[src/hw/rtl/csc_pkg.sv]
// Shared types, constants and reset values of the current sample conditioner.
package csc_pkg;

  // Default build parameters
  localparam int DEFAULT_ADC_BITS   = 12;
  localparam int DEFAULT_HIST_DEPTH = 256;

  // Port field widths
  localparam int CODE_W     = 12;
  localparam int STAMP_W    = 32;
  localparam int IN_DATA_W  = 48;
  localparam int OUT_DATA_W = 200;
  localparam int CFG_IDX_W  = 3;
  localparam int CFG_DATA_W = 16;

  // Current limits in milliamps
  localparam int LIM_MA   = 40000;
  localparam int RANGE_MA = 35000;

  // Register reset values
  localparam logic [11:0] ZERO_CODE_RST = 12'd2048;
  localparam logic [15:0] GAIN_RST      = 16'd3124;
  localparam logic [15:0] OFFSET_RST    = 16'd0;
  localparam logic [15:0] ALPHA_RST     = 16'd6554;
  localparam logic [15:0] SPIKE_RST     = 16'd300;
  localparam logic [11:0] WIN_A_RST     = 12'd10;
  localparam logic [11:0] WIN_B_RST     = 12'd60;

  // Register indexes on the configuration channel
  typedef enum logic [CFG_IDX_W-1:0] {
    CFG_ZERO_CODE = 3'd0,
    CFG_GAIN      = 3'd1,
    CFG_OFFSET    = 3'd2,
    CFG_ALPHA     = 3'd3,
    CFG_SPIKE     = 3'd4,
    CFG_WIN_A     = 3'd5,
    CFG_WIN_B     = 3'd6
  } cfg_idx_t;

  // Datapath commands, one per cycle
  typedef enum logic [3:0] {
    OP_NONE,
    OP_LOAD,
    OP_MUL_CUR,
    OP_CUR,
    OP_MUL_NEW,
    OP_MUL_OLD,
    OP_SMOOTH,
    OP_SNAP,
    OP_PEAK,
    OP_HIST_WR,
    OP_DROP_RD,
    OP_DROP_EV,
    OP_SCAN_INIT,
    OP_SCAN,
    OP_OUT
  } dp_op_t;

  // Datapath status back to the controller
  typedef struct packed {
    logic fault;
    logic fill_zero;
    logic drop_need;
    logic scan_done;
    logic out_free;
  } dp_status_t;

  // Controller states
  typedef enum logic [3:0] {
    ST_IDLE,
    ST_BRANCH,
    ST_CUR,
    ST_MUL_NEW,
    ST_MUL_OLD,
    ST_SMOOTH,
    ST_SNAP,
    ST_PEAK,
    ST_HIST,
    ST_DROP_RD,
    ST_DROP_EV,
    ST_SCAN_INIT,
    ST_SCAN,
    ST_OUT
  } ctrl_state_t;

  // Saturating counter step
  function automatic logic [31:0] sat_inc(input logic [31:0] c);
    sat_inc = (c == 32'hFFFF_FFFF) ? c : c + 32'd1;
  endfunction

endpackage

[src/hw/rtl/csc_ctrl.sv]
// Sequencer that steps the conditioner datapath through one sample.
module csc_ctrl (
  input  logic                clk,
  input  logic                rst_n,
  input  logic                in_tvalid,
  output logic                in_tready,
  input  csc_pkg::dp_status_t status,
  output csc_pkg::dp_op_t     op
);

  csc_pkg::ctrl_state_t state_r, state_nxt;

  // State register
  always_ff @(posedge clk) begin
    if (!rst_n) begin
      state_r <= csc_pkg::ST_IDLE;
    end else begin
      state_r <= state_nxt;
    end
  end

  // Next state and command
  always_comb begin
    state_nxt = state_r;
    op        = csc_pkg::OP_NONE;
    in_tready = 1'b0;
    case (state_r)
      csc_pkg::ST_IDLE: begin
        in_tready = 1'b1;
        if (in_tvalid) begin
          op        = csc_pkg::OP_LOAD;
          state_nxt = csc_pkg::ST_BRANCH;
        end
      end
      csc_pkg::ST_BRANCH: begin
        if (status.fault) begin
          op        = csc_pkg::OP_SCAN_INIT;
          state_nxt = csc_pkg::ST_SCAN;
        end else begin
          op        = csc_pkg::OP_MUL_CUR;
          state_nxt = csc_pkg::ST_CUR;
        end
      end
      csc_pkg::ST_CUR: begin
        op        = csc_pkg::OP_CUR;
        state_nxt = csc_pkg::ST_MUL_NEW;
      end
      csc_pkg::ST_MUL_NEW: begin
        op        = csc_pkg::OP_MUL_NEW;
        state_nxt = csc_pkg::ST_MUL_OLD;
      end
      csc_pkg::ST_MUL_OLD: begin
        op        = csc_pkg::OP_MUL_OLD;
        state_nxt = csc_pkg::ST_SMOOTH;
      end
      csc_pkg::ST_SMOOTH: begin
        op        = csc_pkg::OP_SMOOTH;
        state_nxt = csc_pkg::ST_SNAP;
      end
      csc_pkg::ST_SNAP: begin
        op        = csc_pkg::OP_SNAP;
        state_nxt = csc_pkg::ST_PEAK;
      end
      csc_pkg::ST_PEAK: begin
        op        = csc_pkg::OP_PEAK;
        state_nxt = csc_pkg::ST_HIST;
      end
      csc_pkg::ST_HIST: begin
        op        = csc_pkg::OP_HIST_WR;
        state_nxt = csc_pkg::ST_DROP_RD;
      end
      csc_pkg::ST_DROP_RD: begin
        if (status.fill_zero) begin
          op        = csc_pkg::OP_SCAN_INIT;
          state_nxt = csc_pkg::ST_SCAN;
        end else begin
          op        = csc_pkg::OP_DROP_RD;
          state_nxt = csc_pkg::ST_DROP_EV;
        end
      end
      csc_pkg::ST_DROP_EV: begin
        op        = csc_pkg::OP_DROP_EV;
        state_nxt = status.drop_need ? csc_pkg::ST_DROP_RD : csc_pkg::ST_SCAN_INIT;
      end
      csc_pkg::ST_SCAN_INIT: begin
        op        = csc_pkg::OP_SCAN_INIT;
        state_nxt = csc_pkg::ST_SCAN;
      end
      csc_pkg::ST_SCAN: begin
        if (status.scan_done) begin
          state_nxt = csc_pkg::ST_OUT;
        end else begin
          op = csc_pkg::OP_SCAN;
        end
      end
      csc_pkg::ST_OUT: begin
        if (status.out_free) begin
          op        = csc_pkg::OP_OUT;
          state_nxt = csc_pkg::ST_IDLE;
        end
      end
      default: begin
        state_nxt = csc_pkg::ST_IDLE;
      end
    endcase
  end

endmodule

[config.mk]
export PLATFORM = sky130hd
export DESIGN_NAME = csc_ctrl
export DESIGN_NICKNAME = d
export VERILOG_FILES = /design/src/hw/rtl/csc_pkg.sv /design/src/hw/rtl/csc_ctrl.sv
export SDC_FILE = /design/constraint.sdc
export NUM_CORES = 1
export LEC_CHECK = 0
export BUFFER_PORTS_ARGS = -buffer_cell sky130_fd_sc_hd__buf_2
export CORE_AREA = 2 2 39 41
export CTS_CLUSTER_DIAMETER = 60
export DETAILED_ROUTE_END_ITERATION = 8
export DIE_AREA = 0 0 41 43
export GPL_ROUTABILITY_DRIVEN = 0
export PLACE_DENSITY = 0.61
export SYNTH_ARGS = -nofsm -noshare
export SYNTH_HDL_FRONTEND = slang
export SYNTH_SLANG_ARGS = --single-unit
[constraint.sdc]
create_clock -name clk -period 2 [get_ports clk]
set_clock_uncertainty 0.1 [all_clocks]
set_input_delay 0.2 -clock clk [delete_from_list [all_inputs] [get_ports clk]]
set_output_delay 0.2 -clock clk [all_outputs]
set_load 0.005 [all_outputs]
==> results of run 1 <==
==> worst max-delay path by stage <==
stage                        to  startpoint
after CTS                 op[3]  state_r[0]
after global placement    op[3]  state_r[0]
final                     op[2]  state_r[3]
after detailed placement  op[3]  state_r[0]
after global routing      op[3]  state_r[0]
after floorplan           op[3]  state_r[1]
==> cells in the mapped netlist, drive strengths merged <==
master / n
a211o: 1
a211oi: 1
a21o: 2
a21oi: 4
a31oi: 1
a32o: 1
and3: 1
buf: 4
dfxtp: 4
inv: 2
mux2i: 1
nand2: 4
nand2b: 1
nand3: 2
nand3b: 1
nand4b: 1
nor2: 3
nor2b: 2
nor3b: 1
nor4: 2
o2111ai: 1
o211ai: 2
o21a: 2
o21ai: 6
o31a: 1
or2: 1
or3: 1
==> final cells by class <==
cell class	count	share of cell area, %
tap	16	4.324
clock buffer	3	4.865
inverter	2	1.622
sequential	4	17.30
multi-input combinational	43	57.30
timing repair buffer	13	14.59
==> metal layers <==
layer | global-route usage (%) | wire length (um) | vias up
met4 | 4.000 | 0 | 0
met2 | 16.88 | 418 | 10
li1 | - | - | 226
met3 | 3.141 | 37 | 0
met1 | 18.71 | 432 | 187
met5 | 0 | 0 | -
==> kinds of logic (layout without fill, tap and decap cells) <==
logic type / after synthesis / after routing / synth area share (%)
AO/OA/AOI/OAI: 22 / 22 / 38.93
AND/OR/NAND/NOR: 20 / 20 / 29.53
buffers and inverters: 6 / 18 / 7.384
flip-flops: 4 / 4 / 21.48
multiplexers: 1 / 1 / 2.685
==> power groups by stage <==
stage / Combinational (mW) / Sequential, mW / Clock [mW]
2_1_floorplan: 0.169 / 0.115 / 0
3_3_place_gp: 0.201 / 0.151 / 0
3_5_place_dp: 0.201 / 0.151 / 0
4_1_cts: 0.202 / 0.149 / 0.102
5_1_grt: 0.231 / 0.159 / 0.105
6_report: 0.200 / 0.152 / 0.0946
==> stage by stage <==
stage / instance area [um2] / setup WS (ps) / hold WS [ps]
finish: 462.9 / 259.4 / 188.3
floorplan: 372.9 / 761.1 / 227.9
global placement: 440.4 / 516.2 / 417.3
global route: 462.9 / 120.9 / 178.0
detailed placement: 440.4 / 504.4 / 413.2
CTS: 462.9 / 254.8 / 170.3
==> impl_metrics.csv, run 1 <==
group,metric,value,unit
drt,wirelength,887,um
floorplanning,start_util,26.94,%
global_route,grt_use_total,12.46,%
floorplanning,rows,14,
yosys,ys_seq_elements,4,
cts,cts_root_buf,"clkbuf_4",
yosys,syn_area_per_cell,7.035,um2
sta,worst_pin_slew,417.8,ps
cts,cts.sinks,4,
final_layout,area_growth,24.16,%
final_layout,fin_nets,75,
setup_path,worstSetupPathType,"flop to output port",
final_layout,multi_input_area,265.3,um2
power_and_ir_drop,p_sw,174.4,uW
final_layout,final_common_cell,"buf_2",
setup_path,worst_path_largest_cell_delay,560,ps
drt,routedWlPerCell,10.95,um
final_layout,utilization,33.45,%
global_route,antenna_found_initial,0,
setup_path,critPathSlowestCell,"dfxtp_1",
sta,maxSlewHeadroom,72.11,%
sta,setup_viol_count_final,0,
drt,drt-initial-drc-count,18,
sta,rsz0062_at_grt,"false",
setup_path,worst-r2r-setup-slack,570,ps
sta,fin_crit_sh,87.03,%
cts,cts_hold_buf,0,
drt,vias,423,
power_and_ir_drop,p_sw_share,39.03,%
cts,cts_tree,"done",
global_route,grt_pass1_vias,378,
power_and_ir_drop,p_clk_share,21.2,%
floorplanning,fp.dieH,43,um
power_and_ir_drop,power,446.9,uW
flow_run,cap_violations,0,
setup_path,crit_chain,"nand2_1 -> a211o_1 -> nand3_1 -> buf_2",
worst_hold_path,hold_end,"state_r[3]",
drt,ant_nets,0,
cts,cts_max_level,1,
floorplanning,die-area,0.001763,mm2
global_route,grt_pass1_wl,1552,um
setup_path,crit_fanout,14,
cts,clk_path_buf_depth,2,
sta,finalSetupTns,0,ps
power_and_ir_drop,leakage,0.1913,nW
yosys,synth-seq-area-share,21.48,%
yosys,yosys_warnings,0,
yosys,postSynthCellCount,53,
yosys,synthesis.nets,61,
setup_path,crit_required,1700,ps
drt,first_pass_iters,4,
floorplanning,io_pins,13,
sta,period_needed,1741,ps
final_layout,diodes,0,
power_and_ir_drop,p_per_area,965.3,mW/mm2
cts,post_cts_buffers,0,
power_and_ir_drop,combPwrFrac,44.8,%
setup_path,cp-end-kind,"output port",
sta,finalMaxSlewViolations,0,
setup_path,rr_endpoint,"state_r[0]",
final_layout,final_cell_count_no_fill,81,
final_layout,seq_area,80.08,um2
worst_hold_path,min_path_cells,2,
power_and_ir_drop,p_seq_share,34.0,%
yosys,synth_area,372.9,um2
drt,drc,0,
worst_hold_path,hold_start,"rst_n",
placed_design,dp_hpwl,660,um
setup_path,arrival,1440,ps
worst_hold_path,hold_path.class,"input pin to flop",
placed_design,dp.cells,78,
yosys,yosys.area.top_type,"dfxtp_1",
global_route,overflow,0,
cts,cts_resized,0,
cts,cts-buffers-inserted,3,
cts,clk_pin_slew,30,ps
sta,hold_viol,0,
sta,fmax,574.5,MHz
yosys,ys_types,27,
final_layout,fill_cells,160,
final_layout,reg.largest.list,"state_r (4)",
final_layout,largest_register,"state_r",
drt,via_per_inst,5.222,
power_and_ir_drop,peakVddDrop,0.3499,mV
final_layout,drive_above_1_share,24.62,%
setup_path,reg2reg_from,"state_r[3]",
setup_path,critPathBufInv,1,
final_layout,largest_reg_flops,4,
cts,clk_latency,230,ps
setup_path,critPathTopFamily,"flip-flops",
final_layout,final_cell_mix,"12 x buf_2, 6 x o21ai_0, 4 x nand2_1, 4 x a21oi_1, 4 x dfxtp_1",
floorplanning,design.core.area,0.001384,mm2
global_route,grt_max_degree,15,
yosys,synth_top_area_share,21.48,%
setup_path,worst-path-stages,4,
setup_path,start_kind,"flop",
run_status,status,"finished, final reports clean",
setup_path,worst_r2r_path_depth,3,
power_and_ir_drop,p_int,272.5,uW
floorplanning,die_width,41,um
yosys,yosys-top-cells-area,"dfxtp_1 21%, o21ai_0 8.1%, a21oi_1 5.4%",
placed_design,port_buffers,12,
(Power assumes the default switching activity.)
==> run 2, diff against run 1 <==
--- a/config.mk
+++ b/config.mk
@@ -11,7 +11,6 @@
 export DETAILED_ROUTE_END_ITERATION = 8
 export DIE_AREA = 0 0 41 43
 export GPL_ROUTABILITY_DRIVEN = 0
-export PLACE_DENSITY = 0.61
 export SYNTH_ARGS = -nofsm -noshare
 export SYNTH_HDL_FRONTEND = slang
 export SYNTH_SLANG_ARGS = --single-unit
==> impl_metrics.csv, run 2 (synthesis gave the netlist of run 1 again) <==
group,metric,value,unit
sta,setup_viol_count_final,0,
floorplanning,die-area,0.001763,mm2
drt,first_pass_iters,3,
final_layout,largest_register,"state_r",
final_layout,reg.largest.list,"state_r (4)",
floorplanning,start_util,26.94,%
final_layout,fin_area,462.9,um2
final_layout,fill_cells,162,
final_layout,utilization,33.45,%
cts,cts_hold_buf,0,
sta,finalSetupTns,0,ps
sta,hold_viol,0,
cts,cts_resized,0,
setup_path,worstSetupPathType,"flop to output port",
final_layout,drive_above_1_share,24.62,%
setup_path,crit_chain,"or2_1 -> a211oi_1 -> or3_1 -> buf_2",
cts,cts-buffers-inserted,3,
setup_path,start_kind,"flop",
drt,drt-initial-drc-count,5,
floorplanning,design.core.area,0.001384,mm2
floorplanning,die_width,41,um
drt,wirelength,902,um
setup_path,critPathTopFamily,"flip-flops",
setup_path,crit_fanout,13,
power_and_ir_drop,peakVddDrop,0.3846,mV
drt,ant_nets,0,
floorplanning,rows,14,
sta,period_needed,1788,ps
drt,vias,413,
floorplanning,fp.dieH,43,um
cts,clk_pin_slew,30,ps
power_and_ir_drop,leakage,0.1913,nW
placed_design,dp_hpwl,660.5,um
setup_path,crit_required,1700,ps
global_route,grt_pass1_vias,353,
cts,cts_root_buf,"clkbuf_4",
final_layout,diodes,0,
global_route,grt_pass1_wl,1421,um
sta,fmax,559.3,MHz
floorplanning,io_pins,13,
sta,fin_crit_sh,89.39,%
global_route,overflow,0,
setup_path,worst_path_largest_cell_delay,540,ps
placed_design,port_buffers,12,
sta,worst_pin_slew,431.2,ps
cts,clk_latency,230,ps
drt,drc,0,
sta,finalMaxSlewViolations,0,
run_status,status,"finished, final reports clean",
sta,rsz0062_at_grt,"false",
setup_path,critPathSlowestCell,"dfxtp_1",
global_route,grt_use_total,11.94,%
setup_path,cp-end-kind,"output port",
global_route,grt_max_degree,15,
final_layout,largest_reg_flops,4,
cts,post_cts_buffers,0,
final_layout,final_cell_mix,"12 x buf_2, 6 x o21ai_0, 4 x nand2_1, 4 x a21oi_1, 4 x dfxtp_1",
setup_path,arrival,1490,ps
worst_hold_path,hold_path.class,"input pin to flop",
drt,routedWlPerCell,11.14,um
global_route,antenna_found_initial,0,
power_and_ir_drop,p_per_area,967.8,mW/mm2
setup_path,critPathBufInv,1,
final_layout,final_common_cell,"buf_2",
cts,cts.sinks,4,
cts,cts_tree,"done",
flow_run,cap_violations,0,
final_layout,area_growth,24.16,%
final_layout,fin_nets,75,
cts,cts_max_level,1,
sta,maxSlewHeadroom,71.22,%
cts,clk_path_buf_depth,2,
drt,via_per_inst,5.099,
placed_design,placed_cell_area,440.4,um2
run 2: cell counts in the layout (fill, tap and decap cells not counted):
Identical to the previous run, type by type.
run 2: layer usage:
layer | vias up | wire, um | GRT usage, %
met3 | 0 | 25 | 1.571
met5 | - | 0 | 0
met2 | 4 | 438 | 16.25
li1 | 226 | - | -
met4 | 0 | 0 | 10.00
met1 | 183 | 438 | 15.71
run 2: cell type report:
type | instances | area, um2 | share of cell area [%]
Clock buffer | 3 | 22.52 | 4.865
Inverter | 2 | 7.507 | 1.622
Multi-Input combinational cell | 43 | 265.3 | 57.30
Sequential cell | 4 | 80.08 | 17.30
Tap cell | 16 | 20.02 | 4.324
Timing Repair Buffer | 13 | 67.56 | 14.59
run 2: worst paths after layout:
path              startpoint         end  slack [ps]  depth (start not counted)
setup / recovery  state_r[0]       op[3]         210                          4
hold / removal         rst_n  state_r[3]         190                          2
setup reg to reg  state_r[3]  state_r[0]         570                          3
hold reg to reg   state_r[2]  state_r[2]         620                          2
run 2: power by group:
part | internal (mW) | switching [mW]
registers | 0.0991 | 0.0562
logic | 0.107 | 0.0902
clock network | 0.0668 | 0.0291
run 2: stage by stage:
step | instances | hold WS [ps] | power, mW | worst slack, ps
final | 81 | 187.8 | 0.4480 | 212.2
after global routing | 81 | 186.8 | 0.4901 | 132.6
after CTS | 81 | 177.0 | 0.4558 | 215.1
after detailed placement | 78 | 422.1 | 0.3530 | 463.2
after global placement | 78 | 425.0 | 0.3535 | 460.1
after floorplan | 53 | 227.9 | 0.2841 | 761.1
==> run 3, diff against run 2 <==
--- a/config.mk
+++ b/config.mk
@@ -11,6 +11,7 @@
 export DETAILED_ROUTE_END_ITERATION = 8
 export DIE_AREA = 0 0 41 43
 export GPL_ROUTABILITY_DRIVEN = 0
+export SETUP_SLACK_MARGIN = 0.4
 export SYNTH_ARGS = -nofsm -noshare
 export SYNTH_HDL_FRONTEND = slang
 export SYNTH_SLANG_ARGS = --single-unit
==> impl_metrics.csv, run 3 (synthesis gave the netlist of run 1 again) <==
group,metric,value,unit
cts,cts_tree,"done",
sta,maxSlewHeadroom,83.99,%
floorplanning,fp.dieH,43,um
global_route,grt_use_total,13.54,%
power_and_ir_drop,leakage,0.2214,nW
setup_path,crit_fanout,7,
drt,routedWlPerCell,12.77,um
sta,fin_crit_sh,79.44,%
sta,fmax,629.4,MHz
floorplanning,io_pins,13,
flow_run,cap_violations,0,
power_and_ir_drop,p_seq_share,32.1,%
worst_hold_path,hold_path.class,"input pin to flop",
drt,vias,449,
floorplanning,design.core.area,0.001384,mm2
final_layout,reg.largest.list,"state_r (4)",
cts,cts_root_buf,"clkbuf_4",
power_and_ir_drop,combPwrFrac,48.7,%
cts,cts-buffers-inserted,3,
drt,drc,0,
sta,worst_pin_slew,237.6,ps
setup_path,start_kind,"flop",
sta,hold_slack,186.0,ps
final_layout,drive_above_1_share,38.57,%
final_layout,final_common_cell,"buf_2",
cts,clk_latency,230,ps
sta,finalMaxSlewViolations,0,
final_layout,final_cell_mix,"12 x buf_2, 6 x o21ai_0, 5 x buf_4, 4 x a21oi_1",
power_and_ir_drop,p_int,307.6,uW
global_route,overflow,0,
final_layout,largest_register,"state_r",
global_route,grt_pass1_wl,1607,um
global_route,grt_pass1_vias,406,
final_layout,diodes,0,
floorplanning,rows,14,
drt,drt-initial-drc-count,12,
setup_path,worstSetupPathType,"flop to output port",
power_and_ir_drop,p_sw_share,38.38,%
setup_path,crit_required,1700,ps
final_layout,area_growth,39.26,%
power_and_ir_drop,p_clk_share,19.3,%
drt,wirelength,1098,um
drt,ant_nets,0,
final_layout,utilization,37.52,%
cts,clk_path_buf_depth,2,
global_route,grt_max_degree,15,
power_and_ir_drop,peakVddDrop,0.3942,mV
power_and_ir_drop,p_per_area,961.4,mW/mm2
run_status,status,"finished, final reports clean",
floorplanning,die_width,41,um
cts,cts.sinks,4,
sta,rsz0062_at_grt,"true",
setup_path,cp-end-kind,"output port",
cts,cts_max_level,1,
cts,clk_pin_slew,30,ps
placed_design,dp_hpwl,660.5,um
drt,via_per_inst,5.221,
setup_path,arrival,1290,ps
floorplanning,start_util,26.94,%
sta,period_needed,1589,ps
final_layout,largest_reg_flops,4,
placed_design,port_buffers,12,
sta,hold_viol,0,
sta,setup_viol_count_final,0,
floorplanning,die-area,0.001763,mm2
final_layout,fin_nets,80,
drt,first_pass_iters,4,
power_and_ir_drop,p_sw,191.6,uW
sta,finalSetupTns,0,ps
global_route,antenna_found_initial,0,
## run 3: worst paths after layout
path	slack (ps)	cells past startpoint	from	to
worst max-delay path	410	4	state_r[0]	op[2]
worst min-delay path	190	2	rst_n	state_r[3]
worst max register to register	760	3	state_r[2]	state_r[0]
worst min register to register	550	2	state_r[2]	state_r[2]
## run 3: power by group through the flow
stage	sequential, mW	combinational [mW]	clock (mW)
global placement	0.156	0.198	0
finish	0.160	0.243	0.0962
detailed placement	0.154	0.199	0
CTS	0.156	0.225	0.103
floorplan	0.115	0.169	0
global route	0.163	0.271	0.107
## run 3: per-layer routing
| layer | wire length [um] | GRT usage (%) | vias to the layer above | share of wire (%) |
|---|---|---|---|---|
| met5 | 0 | 0 | - | 0 |
| li1 | - | - | 235 | - |
| met3 | 26 | 2.094 | 0 | 2.4 |
| met4 | 0 | 11.33 | 0 | 0 |
| met2 | 614 | 20.63 | 6 | 56 |
| met1 | 456 | 15.38 | 208 | 42 |
## run 3: cell type report
| cell class | count | area (um2) |
|---|---|---|
| fill | 163 | 864.6 |
| clock buffer | 3 | 22.52 |
| sequential | 4 | 92.59 |
| inverter | 2 | 7.507 |
| multi-input combinational | 43 | 267.8 |
| timing repair buffer | 18 | 108.9 |
| tap | 16 | 20.02 |
## run 3: worst max-delay path, stage by stage, from the launching register on
cell and delay [ps]:
dfxtp_4 350, or2_1 220, a211o_1 300, nand3_1 70
buf_2 100
## run 3: timing repair
item | CTS | global route
endpoints found under the setup margin | 4 | 2
buffers inserted | 3 | 2
hold buffers | 0 | 0
resized for setup | 8 | 4
pin swaps | 1 | 3
## run 3: metrics by stage
stage | cell area [um2] | power [mW] | cells | setup WS [ps]
3_5_place_dp | 440.4 | 0.3530 | 78 | 463.2
5_1_grt | 519.2 | 0.5416 | 86 | 344.6
3_3_place_gp | 440.4 | 0.3535 | 78 | 460.1
4_1_cts | 498.0 | 0.4835 | 84 | 404.0
6_report | 519.2 | 0.4992 | 86 | 411.1
2_1_floorplan | 372.9 | 0.2841 | 53 | 761.1
